<file path="src/sv/mtep_pkg.sv">
// Package for the MIDI track event parser.
// Holds the parse phase type, result kind codes and byte constants.
// No dependencies.
`default_nettype none

package mtep_pkg;

    // Parse phase, one-hot coded
    typedef enum logic [7:0] {
        PH_DELTA     = 8'b0000_0001,
        PH_STATUS    = 8'b0000_0010,
        PH_DATA1     = 8'b0000_0100,
        PH_DATA2     = 8'b0000_1000,
        PH_META_TYPE = 8'b0001_0000,
        PH_LENGTH    = 8'b0010_0000,
        PH_PAYLOAD   = 8'b0100_0000,
        PH_ENDED     = 8'b1000_0000
    } t_phase;

    typedef logic [1:0] t_kind;

    // Result kinds
    localparam t_kind KIND_CHANNEL = 2'd0;
    localparam t_kind KIND_HEADER  = 2'd1;
    localparam t_kind KIND_PAYLOAD = 2'd2;

    // Byte codes
    localparam logic [7:0] META_STATUS   = 8'hFF;
    localparam logic [7:0] META_EOT      = 8'h2F;
    localparam logic [3:0] SYSTEM_NIBBLE = 4'hF;

    // Running status nibbles
    localparam logic [3:0] RS_NOTE_OFF  = 4'h8;
    localparam logic [3:0] RS_NOTE_ON   = 4'h9;
    localparam logic [3:0] RS_AFTERTCH  = 4'hA;
    localparam logic [3:0] RS_CONTROL   = 4'hB;
    localparam logic [3:0] RS_PROGRAM   = 4'hC;
    localparam logic [3:0] RS_PRESSURE  = 4'hD;
    localparam logic [3:0] RS_PITCH     = 4'hE;

endpackage

`default_nettype wire

</file>
<file path="src/sv/mtep_in_if.sv">
// Input channel of the MIDI track event parser: one track byte per transaction.
// Depends on nothing.
`default_nettype none

interface mtep_in_if;
    logic       valid;
    logic       ready;
    logic [7:0] data_byte;
    logic       first_of_track;

    modport source (output valid, output data_byte, output first_of_track, input ready);
    modport sink   (input valid, input data_byte, input first_of_track, output ready);
endinterface

`default_nettype wire

</file>
<file path="src/sv/mtep_out_if.sv">
// Result channel of the MIDI track event parser: one parsed event per transaction.
// Depends on nothing.
`default_nettype none

interface mtep_out_if;
    logic        valid;
    logic        ready;
    logic [1:0]  kind;
    logic [31:0] event_time;
    logic [7:0]  status;
    logic [7:0]  data1;
    logic [6:0]  data2;
    logic [31:0] payload_length;
    logic        track_done;

    modport source (output valid, output kind, output event_time, output status,
                    output data1, output data2, output payload_length,
                    output track_done, input ready);
    modport sink   (input valid, input kind, input event_time, input status,
                    input data1, input data2, input payload_length,
                    input track_done, output ready);
endinterface

`default_nettype wire

</file>
<file path="src/sv/midi_track_event_parser.sv">
// Standard MIDI File track body parser, one byte per transaction.
// Depends on mtep_pkg, mtep_in_if and mtep_out_if.
//
//   Channel  Dir  Transaction       Fields
//   i_in     in   one track byte    data_byte, first_of_track
//   o_out    out  one parsed event  kind, event_time, status, data1, data2,
//                                   payload_length, track_done
//
// One byte per cycle while the sink keeps up; a result appears in the cycle after
// the byte that completes it. All parse state updates in the accepting cycle and the
// result goes to a single output register. i_in.ready is high whenever that
// register is empty or being drained, so a stalled sink stalls the input.
// i_rst_n (synchronous, active low) clears all parse state and the output valid flag.
`default_nettype none

module midi_track_event_parser (
    input  wire        i_clk,
    input  wire        i_rst_n,
    mtep_in_if.sink    i_in,
    mtep_out_if.source o_out
);

    // Parse state
    mtep_pkg::t_phase r_phase,   n_phase;
    logic [31:0]      r_abs,     n_abs;
    logic [31:0]      r_acc,     n_acc;
    logic [3:0]       r_rs,      n_rs;
    logic [3:0]       r_ch,      n_ch;
    logic [6:0]       r_held_d1, n_held_d1;
    logic [7:0]       r_held_ev, n_held_ev;
    logic [7:0]       r_held_mt, n_held_mt;
    logic [31:0]      r_left,    n_left;

    // Result register
    logic              r_out_valid;
    mtep_pkg::t_kind   r_kind,   n_kind;
    logic [31:0]       r_time,   n_time;
    logic [7:0]        r_status, n_status;
    logic [7:0]        r_data1,  n_data1;
    logic [6:0]        r_data2,  n_data2;
    logic [31:0]       r_len,    n_len;
    logic              r_done,   n_done;
    logic              n_emit;

    // State as seen by this byte, after a first-of-track clear
    mtep_pkg::t_phase e_phase;
    logic [31:0]      e_abs;
    logic [31:0]      e_acc;
    logic [3:0]       e_rs;
    logic [3:0]       e_ch;
    logic [7:0]       e_held_ev;
    logic [7:0]       e_held_mt;
    logic [31:0]      e_left;

    logic [7:0]  c;
    logic [31:0] vlq_next;
    logic [31:0] left_dec;
    logic        accept;
    logic        eot;

    assign i_in.ready = !r_out_valid || o_out.ready;
    assign accept     = i_in.valid && i_in.ready;
    assign c          = i_in.data_byte;

    // Apply first-of-track clear
    always_comb begin
        if (i_in.first_of_track) begin
            e_phase   = mtep_pkg::PH_DELTA;
            e_abs     = '0;
            e_acc     = '0;
            e_rs      = '0;
            e_ch      = '0;
            e_held_ev = '0;
            e_held_mt = '0;
            e_left    = '0;
        end else begin
            e_phase   = r_phase;
            e_abs     = r_abs;
            e_acc     = r_acc;
            e_rs      = r_rs;
            e_ch      = r_ch;
            e_held_ev = r_held_ev;
            e_held_mt = r_held_mt;
            e_left    = r_left;
        end
    end

    // Shift in seven bits of a variable-length quantity
    assign vlq_next = {e_acc[24:0], c[6:0]};
    assign left_dec = e_left - {31'd0, (e_left != '0)};
    assign eot      = (e_held_ev == mtep_pkg::META_STATUS) &&
                      (e_held_mt == mtep_pkg::META_EOT);

    // Advance parse state and build the result
    always_comb begin
        n_phase   = e_phase;
        n_abs     = e_abs;
        n_acc     = e_acc;
        n_rs      = e_rs;
        n_ch      = e_ch;
        n_held_d1 = i_in.first_of_track ? 7'd0 : r_held_d1;
        n_held_ev = e_held_ev;
        n_held_mt = e_held_mt;
        n_left    = e_left;
        n_emit    = 1'b0;
        n_kind    = mtep_pkg::KIND_CHANNEL;
        n_time    = e_abs;
        n_status  = {e_rs, e_ch};
        n_data1   = {1'b0, c[6:0]};
        n_data2   = '0;
        n_len     = '0;
        n_done    = 1'b0;

        case (e_phase)
            mtep_pkg::PH_DELTA: begin
                n_acc = vlq_next;
                if (!c[7]) begin
                    n_abs   = e_abs + vlq_next;
                    n_acc   = '0;
                    n_phase = mtep_pkg::PH_STATUS;
                end
            end
            mtep_pkg::PH_STATUS, mtep_pkg::PH_DATA1: begin
                if (e_phase == mtep_pkg::PH_STATUS &&
                    c[7:4] == mtep_pkg::SYSTEM_NIBBLE) begin
                    n_held_ev = c;
                    if (c == mtep_pkg::META_STATUS) begin
                        n_phase = mtep_pkg::PH_META_TYPE;
                    end else begin
                        n_held_mt = '0;
                        n_acc     = '0;
                        n_phase   = mtep_pkg::PH_LENGTH;
                    end
                end else if (e_phase == mtep_pkg::PH_STATUS && c[7]) begin
                    n_ch    = c[3:0];
                    n_rs    = c[7:4];
                    n_phase = mtep_pkg::PH_DATA1;
                end else begin
                    // First data byte, after a status byte or under running status
                    case (e_rs) inside
                        mtep_pkg::RS_NOTE_OFF, mtep_pkg::RS_NOTE_ON,
                        mtep_pkg::RS_AFTERTCH, mtep_pkg::RS_CONTROL,
                        mtep_pkg::RS_PITCH: begin
                            n_held_d1 = c[6:0];
                            n_phase   = mtep_pkg::PH_DATA2;
                        end
                        mtep_pkg::RS_PROGRAM, mtep_pkg::RS_PRESSURE: begin
                            n_emit  = 1'b1;
                            n_phase = mtep_pkg::PH_DELTA;
                        end
                        default: begin
                            n_phase = mtep_pkg::PH_DELTA;
                        end
                    endcase
                end
            end
            mtep_pkg::PH_DATA2: begin
                n_emit  = 1'b1;
                n_data1 = {1'b0, r_held_d1};
                n_data2 = c[6:0];
                n_phase = mtep_pkg::PH_DELTA;
            end
            mtep_pkg::PH_META_TYPE: begin
                n_held_mt = c;
                n_acc     = '0;
                n_phase   = mtep_pkg::PH_LENGTH;
            end
            mtep_pkg::PH_LENGTH: begin
                n_acc = vlq_next;
                if (!c[7]) begin
                    n_emit   = 1'b1;
                    n_kind   = mtep_pkg::KIND_HEADER;
                    n_status = e_held_ev;
                    n_data1  = e_held_mt;
                    n_len    = vlq_next;
                    n_done   = eot;
                    n_left   = vlq_next;
                    n_acc    = '0;
                    if (eot) begin
                        n_phase = mtep_pkg::PH_ENDED;
                    end else if (vlq_next == '0) begin
                        n_phase = mtep_pkg::PH_DELTA;
                    end else begin
                        n_phase = mtep_pkg::PH_PAYLOAD;
                    end
                end
            end
            mtep_pkg::PH_PAYLOAD: begin
                n_emit   = 1'b1;
                n_kind   = mtep_pkg::KIND_PAYLOAD;
                n_status = e_held_ev;
                n_data1  = c;
                n_left   = left_dec;
                if (left_dec == '0) begin
                    n_phase = mtep_pkg::PH_DELTA;
                end
            end
            default: begin
                n_phase = mtep_pkg::PH_ENDED;
            end
        endcase
    end

    // Hold parse state; update on each accepted transaction
    always_ff @(posedge i_clk) begin
        if (!i_rst_n) begin
            r_phase   <= mtep_pkg::PH_DELTA;
            r_abs     <= '0;
            r_acc     <= '0;
            r_rs      <= '0;
            r_ch      <= '0;
            r_held_d1 <= '0;
            r_held_ev <= '0;
            r_held_mt <= '0;
            r_left    <= '0;
        end else if (accept) begin
            r_phase   <= n_phase;
            r_abs     <= n_abs;
            r_acc     <= n_acc;
            r_rs      <= n_rs;
            r_ch      <= n_ch;
            r_held_d1 <= n_held_d1;
            r_held_ev <= n_held_ev;
            r_held_mt <= n_held_mt;
            r_left    <= n_left;
        end
    end

    // Output register valid flag
    always_ff @(posedge i_clk) begin
        if (!i_rst_n) begin
            r_out_valid <= 1'b0;
        end else if (accept && n_emit) begin
            r_out_valid <= 1'b1;
        end else if (o_out.ready) begin
            r_out_valid <= 1'b0;
        end
    end

    // Load result payload
    always_ff @(posedge i_clk) begin
        if (accept && n_emit) begin
            r_kind   <= n_kind;
            r_time   <= n_time;
            r_status <= n_status;
            r_data1  <= n_data1;
            r_data2  <= n_data2;
            r_len    <= n_len;
            r_done   <= n_done;
        end
    end

    assign o_out.valid          = r_out_valid;
    assign o_out.kind           = r_kind;
    assign o_out.event_time     = r_time;
    assign o_out.status         = r_status;
    assign o_out.data1          = r_data1;
    assign o_out.data2          = r_data2;
    assign o_out.payload_length = r_len;
    assign o_out.track_done     = r_done;

    // End of track is only flagged on an FF 2F header
    a_done_is_eot_header: assert property (@(posedge i_clk) disable iff (!i_rst_n)
        (o_out.valid && o_out.track_done) |->
        (o_out.kind == mtep_pkg::KIND_HEADER && o_out.status == mtep_pkg::META_STATUS &&
         o_out.data1 == mtep_pkg::META_EOT))
        else $error("track_done on a result that is not an end-of-track header");

    // Second data byte only on channel messages, length only on headers
    a_field_zeroes: assert property (@(posedge i_clk) disable iff (!i_rst_n)
        o_out.valid |->
        ((o_out.kind == mtep_pkg::KIND_CHANNEL || o_out.data2 == '0) &&
         (o_out.kind == mtep_pkg::KIND_HEADER || o_out.payload_length == '0)))
        else $error("unexpected nonzero data2 or payload_length");

    // Once ended, a track stays ended until the next first byte
    a_ended_sticks: assert property (@(posedge i_clk) disable iff (!i_rst_n)
        (accept && !i_in.first_of_track && r_phase == mtep_pkg::PH_ENDED) |=>
        (r_phase == mtep_pkg::PH_ENDED))
        else $error("parser left the ended phase without a new track");

    // Channel messages carry a channel status byte
    a_channel_status: assert property (@(posedge i_clk) disable iff (!i_rst_n)
        (o_out.valid && o_out.kind == mtep_pkg::KIND_CHANNEL) |->
        (o_out.status[7] && o_out.status[7:4] != mtep_pkg::SYSTEM_NIBBLE))
        else $error("channel message without a channel status byte");

endmodule

`default_nettype wire
</file>
<file path="src/flat_wrapper.sv">
// flat-port wrapper written by rule: the top's interface ports become plain ports
module midi_track_event_parser_flat 
  (i_clk, i_rst_n, i_in_valid, i_in_data_byte, i_in_first_of_track, i_in_ready, o_out_valid, o_out_kind, o_out_event_time, o_out_status, o_out_data1, o_out_data2, o_out_payload_length, o_out_track_done, o_out_ready);
  mtep_in_if i_in_i ();
  mtep_out_if o_out_i ();
  input  wire i_clk;
  input  wire i_rst_n;
  input wire logic [$bits(i_in_i.valid)-1:0] i_in_valid;
  input wire logic [$bits(i_in_i.data_byte)-1:0] i_in_data_byte;
  input wire logic [$bits(i_in_i.first_of_track)-1:0] i_in_first_of_track;
  output wire logic [$bits(i_in_i.ready)-1:0] i_in_ready;
  output wire logic [$bits(o_out_i.valid)-1:0] o_out_valid;
  output wire logic [$bits(o_out_i.kind)-1:0] o_out_kind;
  output wire logic [$bits(o_out_i.event_time)-1:0] o_out_event_time;
  output wire logic [$bits(o_out_i.status)-1:0] o_out_status;
  output wire logic [$bits(o_out_i.data1)-1:0] o_out_data1;
  output wire logic [$bits(o_out_i.data2)-1:0] o_out_data2;
  output wire logic [$bits(o_out_i.payload_length)-1:0] o_out_payload_length;
  output wire logic [$bits(o_out_i.track_done)-1:0] o_out_track_done;
  input wire logic [$bits(o_out_i.ready)-1:0] o_out_ready;
  assign i_in_i.valid = i_in_valid;
  assign i_in_i.data_byte = i_in_data_byte;
  assign i_in_i.first_of_track = i_in_first_of_track;
  assign i_in_ready = i_in_i.ready;
  assign o_out_valid = o_out_i.valid;
  assign o_out_kind = o_out_i.kind;
  assign o_out_event_time = o_out_i.event_time;
  assign o_out_status = o_out_i.status;
  assign o_out_data1 = o_out_i.data1;
  assign o_out_data2 = o_out_i.data2;
  assign o_out_payload_length = o_out_i.payload_length;
  assign o_out_track_done = o_out_i.track_done;
  assign o_out_i.ready = o_out_ready;
  midi_track_event_parser u_core (.i_clk(i_clk), .i_rst_n(i_rst_n), .i_in(i_in_i), .o_out(o_out_i));
endmodule
</file>
<file path="config.mk">
export PLATFORM = sky130hd
export DESIGN_NAME = midi_track_event_parser_flat
export DESIGN_NICKNAME = d
export VERILOG_FILES = /design/src/sv/mtep_pkg.sv /design/src/sv/mtep_in_if.sv /design/src/sv/mtep_out_if.sv /design/src/sv/midi_track_event_parser.sv /design/src/flat_wrapper.sv
export SDC_FILE = /design/constraint.sdc
export NUM_CORES = 1
export LEC_CHECK = 0
export BUFFER_PORTS_ARGS = -buffer_cell sky130_fd_sc_hd__buf_4
export CAP_MARGIN = 25
export CORE_ASPECT_RATIO = 0.75
export CORE_MARGIN = 1
export CORE_UTILIZATION = 65
export CTS_CLUSTER_SIZE = 30
export DETAILED_ROUTE_END_ITERATION = 10
export PLACE_DENSITY_LB_ADDON = 0.2
export SLEW_MARGIN = 5
export SYNTH_ARGS = -nofsm -noshare
export SYNTH_HDL_FRONTEND = slang
export SYNTH_SLANG_ARGS = --single-unit
</file>
<file path="constraint.sdc">
create_clock -name i_clk -period 11.56 [get_ports i_clk]
set_clock_uncertainty 0.1 [all_clocks]
set_input_delay 1.156 -clock i_clk [delete_from_list [all_inputs] [get_ports i_clk]]
set_output_delay 1.156 -clock i_clk [all_outputs]
set_load 0.03 [all_outputs]
</file>
# After elaboration in Yosys (flattened, before gate mapping)
# Cells that the tools add are included.
dict set report word_totals {
  regBits 226
  latch_bits 0
  mem_bits_rw 0
  rom_bits 0
  in_bits 13
  elab_cells 111
  memories 0
}
dict set report classes {
  add_sub_neg 2
  mul 0
  div_mod_pow 0
  magnitude_cmp 0
  n_eq_ne 18
  shifts 0
  muxes 56
  bitwise 1
  n_reduce_logical 17
}
# op n
set op_table {}
lappend op_table {{32-bit two-way mux} 9}
lappend op_table {{8-bit two-way mux} 15}
lappend op_table {{32-bit one-hot mux with 3 select lines} 1}
lappend op_table {{32-bit logical NOT} 2}
lappend op_table {{32-bit one-hot mux with 2 select lines} 1}
lappend op_table {{8-bit one-hot mux with 6 select lines} 1}
lappend op_table {{7-bit two-way mux} 6}
lappend op_table {{4-bit two-way mux} 9}
lappend op_table {{32-bit adder} 1}
lappend op_table {{4-bit equality test (second input constant)} 8}
lappend op_table {{8-bit one-hot mux with 2 select lines} 2}
lappend op_table {{32-bit nonzero test} 1}
lappend op_table {{32-bit by 1-bit subtractor with 32-bit output} 1}
lappend op_table {{8-bit one-hot mux with 3 select lines} 1}
lappend op_table {{8-bit by 6-bit equality test with 1-bit output (second input constant)} 2}
lappend op_table {{8-bit equality test (second input constant)} 2}
lappend op_table {{2-bit OR reduction} 5}
lappend op_table {{8-bit by 1-bit equality test with 1-bit output (second input constant)} 1}
lappend op_table {{8-bit by 2-bit equality test with 1-bit output (second input constant)} 1}
lappend op_table {{8-bit by 3-bit equality test with 1-bit output (second input constant)} 1}
lappend op_table {{8-bit by 4-bit equality test with 1-bit output (second input constant)} 1}
lappend op_table {{8-bit by 5-bit equality test with 1-bit output (second input constant)} 1}
lappend op_table {{8-bit by 7-bit equality test with 1-bit output (second input constant)} 1}
lappend op_table {{1-bit two-way mux} 8}
lappend op_table {{other kinds (9)} 13}

# Longest topological paths before layout
dict set report logic_depth {
  depth_word 10
  depth_mapped 21
  mapped_depth_nobuf 17
}

# Worst setup path before layout
# OpenSTA, ideal clock, no wires.
dict set report synth_timing {
  path_type {input to register}
  from {input port i_in_first_of_track}
  to {register u_core.r_data1[0] (netlist: u_core.o_out.data1[0]), enable pin}
  setup_ns 0.570
  arrival_ns 7.055
  required_ns 10.890
  slack_ns 3.835
  stages 8
  cell_sequence {clkbuf_1 -> clkbuf_1 -> clkbuf_1 -> o2111ai_1 -> nand2_1 -> clkbuf_1 -> nor2_1 -> a21oi_1}
}
dict set report synth_via {
  elab_chain_cells 9
  word_cells_on_any_way 26
  cone_classes {eq/ne (12); mux (7); reduce/logical (7)}
}
# element line_no
set synth_lines {}
lappend synth_lines {{from (decl)} flat_wrapper.sv:10} ;# input wire logic [$bits(i_in_i.first_of_track)-1:0] i_in_first_of_track;
lappend synth_lines {{4-bit two-way mux} midi_track_event_parser.sv:67} ;# if (i_in.first_of_track) begin
lappend synth_lines {{4-bit equality test (no line)} --}
lappend synth_lines {{2-bit OR reduction} midi_track_event_parser.sv:140} ;# case (e_rs) inside
lappend synth_lines {{1-bit two-way mux (2 in a row)} midi_track_event_parser.sv:140}
lappend synth_lines {{1-bit two-way mux} midi_track_event_parser.sv:134} ;# end else if (e_phase == mtep_pkg::PH_STATUS && c[7]) begin
lappend synth_lines {{1-bit two-way mux} midi_track_event_parser.sv:124} ;# if (e_phase == mtep_pkg::PH_STATUS &&
lappend synth_lines {{1-bit one-hot mux with 3 select lines *} midi_track_event_parser.sv:114} ;# case (e_phase)
lappend synth_lines {{1-bit logical AND *} midi_track_event_parser.sv:242} ;# if (accept && n_emit) begin
lappend synth_lines {{to (signal assigned)} midi_track_event_parser.sv:246} ;# r_data1 <= n_data1;
lappend synth_lines {{to (decl)} midi_track_event_parser.sv:39} ;# logic [7:0] r_data1, n_data1;
# Mark *: on every way between the ends. The rest lies on a longest branch, timed or not.
# A chain may end at the register's enable or synchronous reset.

# Final worst setup path
dict set report layout_timing {
  from {register u_core.r_left[4]}
  to {register u_core.r_phase[6]}
}
dict set report layout_via {
  elab_chain_cells 6
}
# element line_no
set layout_lines {}
lappend layout_lines {{from (decl)} midi_track_event_parser.sv:32} ;# logic [31:0] r_left, n_left;
lappend layout_lines {{from (signal assigned)} midi_track_event_parser.sv:225} ;# r_left <= n_left;
lappend layout_lines {{32-bit two-way mux *} midi_track_event_parser.sv:67}
lappend layout_lines {{32-bit nonzero test} midi_track_event_parser.sv:90} ;# assign left_dec = e_left - {31'd0, (e_left != '0)};
lappend layout_lines {{32-bit by 1-bit subtractor with 32-bit output *} midi_track_event_parser.sv:90}
lappend layout_lines {{32-bit logical NOT *} midi_track_event_parser.sv:194} ;# if (left_dec == '0) begin
lappend layout_lines {{8-bit two-way mux *} midi_track_event_parser.sv:194}
lappend layout_lines {{8-bit one-hot mux with 6 select lines *} midi_track_event_parser.sv:114}
lappend layout_lines {{to (signal assigned)} midi_track_event_parser.sv:207} ;# r_phase <= mtep_pkg::PH_DELTA;
lappend layout_lines {{to (signal assigned)} midi_track_event_parser.sv:217} ;# r_phase <= n_phase;
lappend layout_lines {{to (decl)} midi_track_event_parser.sv:24} ;# mtep_pkg::t_phase r_phase, n_phase;
# Marked as above.

==> flow_metrics.tcl <==
set metrics [dict create \
    setup_viol 0 \
    grt_pass1_wl_um 53200 \
    synthTopCellsByArea "edfxtp_1 24%, dfxtp_1 23%, nor2_1 6.2%" \
    num_io_pins 105 \
    max_freq_ghz 0.1785 \
    syn2layout_area_growth_pct 13.91 \
    post-dp-hpwl_um 23180 \
    ff2ff_path_depth 17 \
    post_cts_resized 0 \
    tns_ps 0 \
    worstPathArrival_ps 5910 \
    fin_cells 1610 \
    dieHeight_um 116.9 \
    post_synth.cell_area_avg_um2 8.801 \
    drtAntennaViolNets 0 \
    drv_slew 0 \
    p_leak_nw 5.130 \
    synth_fp_nets 1348 \
    final_util 0.7658 \
    firstDrtPassIters 6 \
    ys.warnings.count 0 \
    rsz0062_at_grt "false" \
    synth_top_area_frac 0.2360 \
    critPathLaunchType "register" \
    yosys.area.top_type "edfxtp_1" \
    cts-root-buf "clkbuf_16" \
    synth_edf_count 90 \
    clkPwrFrac 0.418 \
    place_congestion 1.008 \
    synth.distinct_cells 75 \
    antenna_found_initial 0 \
    post-route-period-util 0.4847 \
    drc_errors 0 \
    hp-class "register to register" \
    dp_cells 1570 \
    fin_hold_ws_ps 355.4 \
    p_seq_frac 0.499 \
    min_path_cells 2 \
    status "complete, no violations" \
    row_count 41 \
    wl_um 34410 \
    cp_data_required_time_ps 11870 \
    die_area_um2 18160 \
    max-slew-margin-rel 0.2924 \
    drive_gt1_frac 0.1230 \
    ys_seq_area_frac 0.4616 \
    viasPerCell 6.619 \
    cap_viol_max_count 0 \
    p_int_mw 1.221 \
    clk_latency_ps 520 \
    core_um2 17030 \
    num_antenna_cells 0 \
    fillers 1214 \
    tritoncts.num_buffers 22 \
    cts.sinks 219 \
    postCtsSetupBuffers 0 \
    htreeDepth 1 \
    hold_viol 0 \
    ctsHoldBuffers 0 \
    path_max_fanout 20 \
    nNetsFinal 1405 \
    first_iter_violations 1265 \
    grt.total_usage 0.3770 \
    p_sw_uw 399.8 \
    wl_per_cell_um 21.37 \
    grt_overflow 0 \
    die_w_um 155.3 \
    async_flop_share 0 \
    critPathKind "register to register" \
    grt_max_degree 59 \
    clk_transition_reported_paths_ps 60 \
    cts_buffer_depth 3 \
    end_kind "register" \
    netlist_area_um2 11450 \
    grt_pass1_vias 9565 \
    swShare 0.2466 \
    worst_slew_pin_slew_ps 1048 \
    initial_utilization 0.6723 \
    synth_ff_type "dfxtp_1" \
    io_buffers 104 \
    synth_cells 1301 \
    ys_ff_latch 219 \
    power_density_nw_per_um2 124.3 \
    combPwrFrac 0.083 \
    cts_tree "built" \
    vias 10660 \
    ir_drop_mv 0.1040 \
    period_needed_ps 5604 \
]
worst paths after layout:
| check | end | start | slack [ps] |
|---|---|---|---|
| worst min-delay path | u_core.r_abs[22] | u_core.r_abs[22] | 360 |
| worst min register to register | u_core.r_abs[22] | u_core.r_abs[22] | 360 |
| worst max-delay path | u_core.r_phase[6] | u_core.r_left[4] | 5960 |
| worst max register to register | u_core.r_phase[6] | u_core.r_left[4] | 5960 |
final cells by class:
| class | instances | area [um^2] | area share |
|---|---|---|---|
| multi-input cells | 962 | 5727 | 0.4391 |
| flip-flops and latches | 219 | 5285 | 0.4052 |
| repair buffers | 122 | 955.9 | 0.07329 |
| well taps | 236 | 295.3 | 0.02264 |
| inverters | 31 | 117.6 | 0.009018 |
| clock inverters | 9 | 77.57 | 0.005948 |
| clock buffers | 31 | 584.3 | 0.04480 |
power groups by stage:
stage | Sequential, mW | Combinational (mW) | Clock [mW]
6_report | 0.808 | 0.135 | 0.678
5_1_grt | 0.808 | 0.143 | 0.714
4_1_cts | 0.808 | 0.129 | 0.680
3_5_place_dp | 0.825 | 0.128 | 0
3_3_place_gp | 0.825 | 0.124 | 0
2_1_floorplan | 0.823 | 0.0899 | 0
synthesized netlist by cell type (3+ instances only):
cell type and count:
nor2_1 190, dfxtp_1 129, nand2_1 105, a21oi_1 94
edfxtp_1 90, a22oi_1 88, clkbuf_1 78, o21ai_0 59
nor2b_1 55, and2_1 37, ha_1 33, inv_1 29
nor3_1 28, nor4_1 24, nand3_1 20, xnor2_1 19
a21o_1 17, nand4_1 16, a31oi_1 14, nand2b_1 14
o21a_1 12, and3_1 11, xor2_1 11, o211ai_1 8
o22ai_1 8, a211oi_1 7, buf_1 7, o21ai_1 7
nor3b_1 6, or3_1 6, a311oi_1 5, o21bai_1 4
a211o_1 3, a221o_1 3, a221oi_1 3, and4_1 3
buf_2 3, or2_2 3
cell families (layout without fill, tap and decap cells):
kind of cell,Yosys count,count (layout),share of synthesized area
AOI/OAI and AO/OA,364,364,0.2078
xor gates and xnor gates,30,30,0.02295
adders and majority gates,34,34,0.03781
buffers and inverters,120,193,0.04000
DFF,219,219,0.4616
muxes,3,3,0.002732
and+or+nand+nor,531,531,0.2271
metrics by stage:
stage	instance area (um^2)	setup slack [ps]	power [mW]
detailed placement	12380	6112	0.9531
finish	13040	5956	1.621
global placement	12330	6204	0.9491
floorplan	11450	3835	0.9125
CTS	13040	6150	1.617
global route	13040	5704	1.665
layer usage:
metal / global-route usage / routed length (um)
met1: 0.5436 / 14790
met2: 0.5622 / 14590
met3: 0.08800 / 4023
met4: 0.1229 / 1002
met5: 0 / 0
sequential cells by signal, summed over array words and instances (netlist names), 2 cells and up:
name                         flops
u_core.o_out.event_time         32
u_core.o_out.payload_length     32
u_core.r_abs                    32
u_core.r_left                   32
u_core.r_acc                    25
u_core.o_out.data1               8
u_core.o_out.status              8
u_core.r_held_ev                 8
u_core.r_held_mt                 8
u_core.r_phase                   8
u_core.o_out.data2               7
u_core.r_held_d1                 7
u_core.r_ch                      4
u_core.r_rs                      4
u_core.o_out.kind                2
critical path, stage by stage (launching register included):
cell and delay [ps]:
dfxtp_1 380, or4_4 620, nor4b_4 600, nand3_1 170
nor4b_2 490, a21oi_1 140, ha_1 290, ha_1 230
buf_4 210, nor2_1 560, o211ai_1 190, nor4_1 270
nand4_1 150, nor3_2 130, nand3_1 80, or4_1 520
a221oi_1 280, nor2_1 60
placed cells by master, fill, tap and decap left out, types with 4 or more instances in the layout:
master     count
nor2_1       189
dfxtp_1      129
buf_4        120
nand2_1      105
a21oi_1       93
edfxtp_1      90
a22oi_1       88
o21ai_0       59
nor2b_1       55
and2_1        37
ha_1          33
inv_1         29
nor3_1        28
nor4_1        24
clkbuf_16     22
nand3_1       20
xnor2_1       19
a21o_1        17
nand4_1       16
nand2b_1      14
a31oi_1       14
o21a_1        12
and3_1        11
xor2_1        11
clkbuf_1       9
o22ai_1        8
o211ai_1       8
o21ai_1        7
a211oi_1       7
or3_1          6
nor3b_1        6
clkinv_2       5
a311oi_1       5
o21bai_1       4
Power figures use the tool's default switching activity.
